[src/design/rau_pkg.sv]
// Package for the rational arithmetic unit: types, codes, widths and helpers.
`timescale 1ns / 1ps
`default_nettype none
package rau_pkg;

    localparam int FIELD_W   = 32;
    localparam int PROD_W    = 64;
    localparam int WIDTH_DEF = 32;
    localparam int CMD_W     = 3;
    localparam int CNT_W     = $clog2(PROD_W);
    localparam int SH_W      = $clog2(PROD_W);

    typedef enum logic [CMD_W-1:0] {
        CMD_ADD = 3'd0,
        CMD_SUB = 3'd1,
        CMD_MUL = 3'd2,
        CMD_DIV = 3'd3,
        CMD_CMP = 3'd4
    } t_cmd;

    typedef enum logic [1:0] {
        ST_OK       = 2'd0,
        ST_ZERO_DEN = 2'd1,
        ST_OVERFLOW = 2'd2
    } t_status;

    typedef enum logic [1:0] {
        CMP_LESS    = 2'd0,
        CMP_EQUAL   = 2'd1,
        CMP_GREATER = 2'd2
    } t_cmp;

    typedef enum logic [3:0] {
        S_IDLE,
        S_MUL_A,
        S_MUL_B,
        S_MUL_C,
        S_COMBINE,
        S_GCD_GO,
        S_GCD_WAIT,
        S_DIV_NUM_GO,
        S_DIV_NUM_WAIT,
        S_DIV_DEN_GO,
        S_DIV_DEN_WAIT,
        S_CHECK,
        S_OUT
    } t_state;

    typedef enum logic [2:0] {
        G_IDLE,
        G_EVEN,
        G_AODD,
        G_LOOP,
        G_SHL
    } t_gcd_state;

    // Magnitude of a two's complement field; the most negative value maps to 2^31.
    function automatic logic [FIELD_W-1:0] mag_of(input logic [FIELD_W-1:0] w);
        mag_of = w[FIELD_W-1] ? (~w + FIELD_W'(1)) : w;
    endfunction

endpackage
`default_nettype wire

[src/design/rau_div.sv]
// Iterative restoring divider, one quotient bit per cycle.
`timescale 1ns / 1ps
`default_nettype none
module rau_div
    import rau_pkg::*;
(
    input  wire logic              i_clk,
    input  wire logic              i_rst_n,
    input  wire logic              i_start,
    input  wire logic [PROD_W-1:0] i_dividend,
    input  wire logic [PROD_W-1:0] i_divisor,
    output logic                   o_done,
    output logic [PROD_W-1:0]      o_quot
);

    logic              r_busy, n_busy;
    logic              r_done, n_done;
    logic [CNT_W-1:0]  r_cnt, n_cnt;
    logic [PROD_W-1:0] r_rem, n_rem;
    logic [PROD_W-1:0] r_q, n_q;
    logic [PROD_W-1:0] r_d, n_d;
    logic [PROD_W:0]   rem_sh;
    logic [PROD_W:0]   diff;

    // Shift in the next dividend bit and trial-subtract the divisor
    always_comb begin
        rem_sh = {r_rem, r_q[PROD_W-1]};
        diff   = rem_sh - {1'b0, r_d};
        n_busy = r_busy;
        n_done = 1'b0;
        n_cnt  = r_cnt;
        n_rem  = r_rem;
        n_q    = r_q;
        n_d    = r_d;
        if (i_start) begin
            n_busy = 1'b1;
            n_cnt  = CNT_W'(PROD_W - 1);
            n_rem  = '0;
            n_q    = i_dividend;
            n_d    = i_divisor;
        end else if (r_busy) begin
            if (rem_sh >= {1'b0, r_d}) begin
                n_rem = diff[PROD_W-1:0];
                n_q   = {r_q[PROD_W-2:0], 1'b1};
            end else begin
                n_rem = rem_sh[PROD_W-1:0];
                n_q   = {r_q[PROD_W-2:0], 1'b0};
            end
            n_cnt = r_cnt - CNT_W'(1);
            if (r_cnt == '0) begin
                n_busy = 1'b0;
                n_done = 1'b1;
            end
        end
    end

    always_ff @(posedge i_clk) begin
        if (!i_rst_n) begin
            r_busy <= 1'b0;
            r_done <= 1'b0;
        end else begin
            r_busy <= n_busy;
            r_done <= n_done;
        end
        r_cnt <= n_cnt;
        r_rem <= n_rem;
        r_q   <= n_q;
        r_d   <= n_d;
    end

    assign o_done = r_done;
    assign o_quot = r_q;

endmodule
`default_nettype wire

[config.mk]
export PLATFORM = sky130hd
export DESIGN_NAME = rau_div
export DESIGN_NICKNAME = d
export VERILOG_FILES = /design/src/design/rau_pkg.sv /design/src/design/rau_div.sv
export SDC_FILE = /design/constraint.sdc
export NUM_CORES = 1
export LEC_CHECK = 0
export BUFFER_PORTS_ARGS = -buffer_cell sky130_fd_sc_hd__clkbuf_2
export CORE_ASPECT_RATIO = 1.5
export CORE_MARGIN = 4
export CORE_UTILIZATION = 40
export DETAILED_ROUTE_END_ITERATION = 10
export GPL_TIMING_DRIVEN = 0
export SLEW_MARGIN = 20
export SYNTH_ARGS = -nofsm -noshare
export SYNTH_HDL_FRONTEND = slang
export SYNTH_SLANG_ARGS = --single-unit
[constraint.sdc]
create_clock -name i_clk -period 8.75 [get_ports i_clk]
set_input_delay 0.875 -clock i_clk [delete_from_list [all_inputs] [get_ports i_clk]]
set_output_delay 0.875 -clock i_clk [all_outputs]
set_load 0.05 [all_outputs]
Word level (Yosys, flattened, before mapping)
Cells that the tools add are included.

cells by class
  $add $sub $neg = 2
  magnitude comparators = 1
  muxes and demuxes = 8
  bitwise logic cells = 2
  reduce and logical (&&, ||, !) cells = 3

operator list
  kind                                                                count
  64-bit 2-to-1 mux                                                   3
  65-bit by 64-bit greater-or-equal comparator with 1-bit output      1
  64-bit subtractor                                                   1
  6-bit zero test                                                     1
  6-bit by 1-bit subtractor with 6-bit output, second input constant  1
  1-bit 2-to-1 mux                                                    5
  3-bit OR reduction                                                  1
  1-bit inverter                                                      2
  2-bit nonzero test                                                  1

word-level totals
  register bits = 200
  input bits = 131
  output and inout bits = 65

Logic depth before layout (Yosys ltp)
  depth after elaboration = 4
  depth in mapped cells = 15

Least setup slack after synthesis
Ideal clock, no wire load.

  path type = flip-flop to flip-flop
  start point = reg r_q[63] (netlist: o_quot[63])
  end point = reg r_rem[40]
  setup time = 0.091 ns
  arrival = 3.117 ns
  required time = 8.659 ns
  slack = 5.542 ns
  cell stages (with the launch flop) = 14
  path through = edfxtp_1 inv_1 ha_1 fa_1 nand2b_1 a21oi_1 nor2_1 o2111ai_1 a21oi_1 o31ai_1 a31oi_1 xnor2_1 o21ai_0 a311oi_1

on the way
  cells in the longest elaborated chain, start to end = 2
  elaborated cells on any way between the ends = 3

ends and longest elaborated chain
  element                                                                                                     RTL line                      RTL
  start, declared                                                                                             rau_div.sv:20                 logic [PROD_W-1:0] r_q, n_q;
  start signal, assigned                                                                                      rau_div.sv:67                 r_q <= n_q;
  64-bit subtractor / 65-bit by 64-bit greater-or-equal comparator with 1-bit output (equally long branches)  rau_div.sv:28, rau_div.sv:42
  64-bit 2-to-1 mux (*)                                                                                       rau_div.sv:42                 if (rem_sh >= {1'b0, r_d}) begin
  end signal, assigned                                                                                        rau_div.sv:66                 r_rem <= n_rem;
  end, declared                                                                                               rau_div.sv:19                 logic [PROD_W-1:0] r_rem, n_rem;

Every way passes the cells marked *; elsewhere a longest branch is shown, timed or not.
A chain may end at the register's enable or synchronous reset.

Worst setup path after layout
  start point = reg r_d[49]
  end point = reg r_rem[42]

on the way
  cells in the longest elaborated chain, start to end = 2

ends and longest elaborated chain
  element                                                         RTL line       RTL
  start, declared                                                 rau_div.sv:21  logic [PROD_W-1:0] r_d, n_d;
  start signal, assigned                                          rau_div.sv:68  r_d <= n_d;
  65-bit by 64-bit greater-or-equal comparator with 1-bit output  rau_div.sv:42
  64-bit 2-to-1 mux                                               rau_div.sv:42

Every way passes these cells.

==> results.ini <==
[sta]
rsz0062_at_grt=no
finalSetupTns_ps=0
final_max_slew_viol_count=0
min_period_over_period_pct=46.1
slew_headroom_pct=41.8
finalSetupViolations=0
finalCriticalPeriod_ps=4030
fmax_ghz=0.248
finalHoldViolations=0
worst_slew_pin_slew_ps=866
whs_ps=507
finClkSkew_ps=13.3

[clock_network]
clkLatencyLatePin_ps=470
cts_tree=done
clkSinkCount=200
root_buffer=clkbuf_16
cts_setup_buffers=0
cts_made_buffers=17
ctsResizeCount=0
cts_hold_repair.buffers=0
htree_num_levels=4
clk_pin_slew_worst_paths_ps=80
clock_path_buffers=2

[setup_path]
cp_cell_sequence=inv_1, ha_1, clkbuf_1, nand2_1, nor2_1, nand3_1, nor3_1, nand4_1, o21ai_1, buf_2, clkbuf_1, o21ai_0, a311oi_1
rr_worst_depth=13
critical_path_buf_inv_count=4
required_ps=9120
start_kind=flop
slowest_delay_ps=430
arrival_ps=4400
crit_top_cell=clkbuf_1
crit_cells=13
cp_slowest_cell=nor3_1
end_kind=flop
path_delay_family=simple AND/OR/NAND/NOR gates
worstSetupPathType=reg2reg
path_max_fanout=10

[floorplan]
die_x_um=151
start_util_pct=40.6
rows=78
die-area_um2=33700
die_y_um=223
ios=196
fp.coreArea_um2=30300

[grt]
grt_pass1_wl_um=58200
overflow=0
grt_pass1_vias=11100
grt_max_degree=40
antenna_found_initial=0
grt.total_usage_pct=22.0

[routing]
ant_nets=0
vias=10800
drt_iter0_drc=714
avgRoutedWirePerCell_um=19.2
first_pass_iters=5
drc_errors=0
wirelength_um=36900
vias_per_cell=5.62

[run_status]
status=finished, final reports clean

[worst_hold_path]
hold_path_class=reg2reg
hold_depth=2

[layout]
utilization_pct=47.5
fin_nets=1711
final_common_cell=clkbuf_2
antenna_cells=0
finish.instance_area_um2=14400
final_cell_mix=194 x clkbuf_2, 128 x edfxtp_1, 109 x nor2_1
layout-drive-gt1-share_pct=21.2
area_growth_pct=17.0

[placement]
io_buffers=195
dp_hpwl_um=28400
gp_congestion=0.917
dpl_cell_area_um2=13800

[power]
p_leak_nw=5.88
powerDensity_nw_per_um2=192
peakVddDrop_mv=0.153
finalPower_mw=2.77

[run]
cap_viol_max_count=0

[yosys]
ys_warn_count=0
netlist_area_um2=12300
syn-num-nets=1495
ys_ff_latch=200
synth.avg_cell_area_um2=9.48
synth-seq-area-share_pct=43.0
synth_edf_count=128
synthFlopType=edfxtp_1
async_reset_ff_share_pct=0
syn_inst=1297
synth_cell_types=68

[layer usage]
layer | track usage [%] | vias up | part of all wire, % | wire length, um
li1 | - | 5255 | - | -
met1 | 24.5 | 5068 | 38 | 14200
met2 | 39.1 | 409 | 51 | 18900
met3 | 4.59 | 84 | 6.2 | 2270
met4 | 10.9 | 0 | 4.3 | 1590
met5 | 0 | - | 0 | 0
[sequential cells by signal, summed over array words and instances, names as in the netlist]
| signal | flops |
|---|---|
| o_quot | 64 |
| r_rem | 64 |
| r_busy | 1 |
| r_cnt | 6 |
| r_d | 64 |
| o_done | 1 |
[cell families (layout without fill, tap and decap cells)]
logic type / after synthesis / count (layout) / share of synthesized area (%)
flip-flops: 200 / 200 / 43.0
AO/OA/AOI/OAI: 362 / 362 / 19.7
AND/OR/NAND/NOR: 376 / 376 / 14.6
multiplexers: 66 / 66 / 6.02
buffers and inverters: 167 / 396 / 5.66
XOR/XNOR: 59 / 59 / 4.20
adder cells (fa/ha/maj): 67 / 67 / 6.88
[worst register-to-register path, cell delays in order (launching register included)]
cell and delay, ps:
edfxtp_1 330, inv_1 50, ha_1 260, clkbuf_1 350
nand2_1 230, nor2_1 290, nand3_1 190, nor3_1 430
nand4_1 190, o21ai_1 370, buf_2 340, clkbuf_1 410
o21ai_0 190, a311oi_1 310
[area by class of cell]
type                    count  area [um2]
clock buffers              17         425
flip-flops and latches    200        5290
repair buffers            197        1020
inverters                  84         318
well taps                 400         500
fillers                  3003       15900
plain buffers              83         380
clock inverters            15         141
multi-input cells         930        6310
[Yosys cell counts, types with 5 or more instances]
| master | n | share of area, % |
|---|---|---|
| a211oi_1 | 9 | 0.55 |
| a21boi_0 | 8 | 0.49 |
| a21o_1 | 19 | 1.2 |
| a21oi_1 | 83 | 3.4 |
| a311oi_1 | 56 | 4.0 |
| a31oi_1 | 9 | 0.46 |
| a41oi_1 | 5 | 0.36 |
| and2_1 | 6 | 0.31 |
| and3_1 | 13 | 0.66 |
| buf_6 | 7 | 0.64 |
| clkbuf_1 | 68 | 2.1 |
| dfxtp_1 | 72 | 12 |
| edfxtp_1 | 128 | 31 |
| ha_1 | 66 | 6.7 |
| inv_1 | 83 | 2.5 |
| mux2_2 | 64 | 5.9 |
| nand2_1 | 83 | 2.5 |
| nand2b_1 | 11 | 0.56 |
| nand3_1 | 75 | 3.1 |
| nand4_1 | 27 | 1.4 |
| nor2_1 | 109 | 3.3 |
| nor2b_1 | 11 | 0.56 |
| nor3_1 | 13 | 0.53 |
| nor3b_1 | 6 | 0.37 |
| nor4_1 | 5 | 0.25 |
| o211ai_1 | 11 | 0.67 |
| o21a_1 | 11 | 0.67 |
| o21ai_0 | 85 | 3.5 |
| o21ai_1 | 11 | 0.45 |
| o21bai_1 | 13 | 0.79 |
| o22ai_1 | 5 | 0.25 |
| o31ai_1 | 5 | 0.31 |
| or3_1 | 5 | 0.25 |
| xnor2_1 | 39 | 2.8 |
| xor2_1 | 20 | 1.4 |
[worst paths after layout]
kind | from | slack [ps] | endpoint
worst max-delay path | r_d[49] | 4720 | r_rem[42]
worst min-delay path | r_rem[58] | 510 | r_rem[58]
worst max register to register | r_d[49] | 4720 | r_rem[42]
worst min register to register | r_rem[58] | 510 | r_rem[58]
[per-stage QoR]
stage	setup slack [ps]	std cells
after floorplan	5540	1297
after global placement	3410	1892
after detailed placement	4890	1894
after CTS	4820	1926
after global routing	4510	1926
final	4720	1926
[report_power, final]
| part | internal, mW | switching [mW] |
|---|---|---|
| Combinational | 0.285 | 0.545 |
| Clock | 0.376 | 0.407 |
| Sequential | 1.10 | 0.0527 |
| Total | 1.76 | 1.01 |
Note: power is estimated with default switching activity, not from simulation.
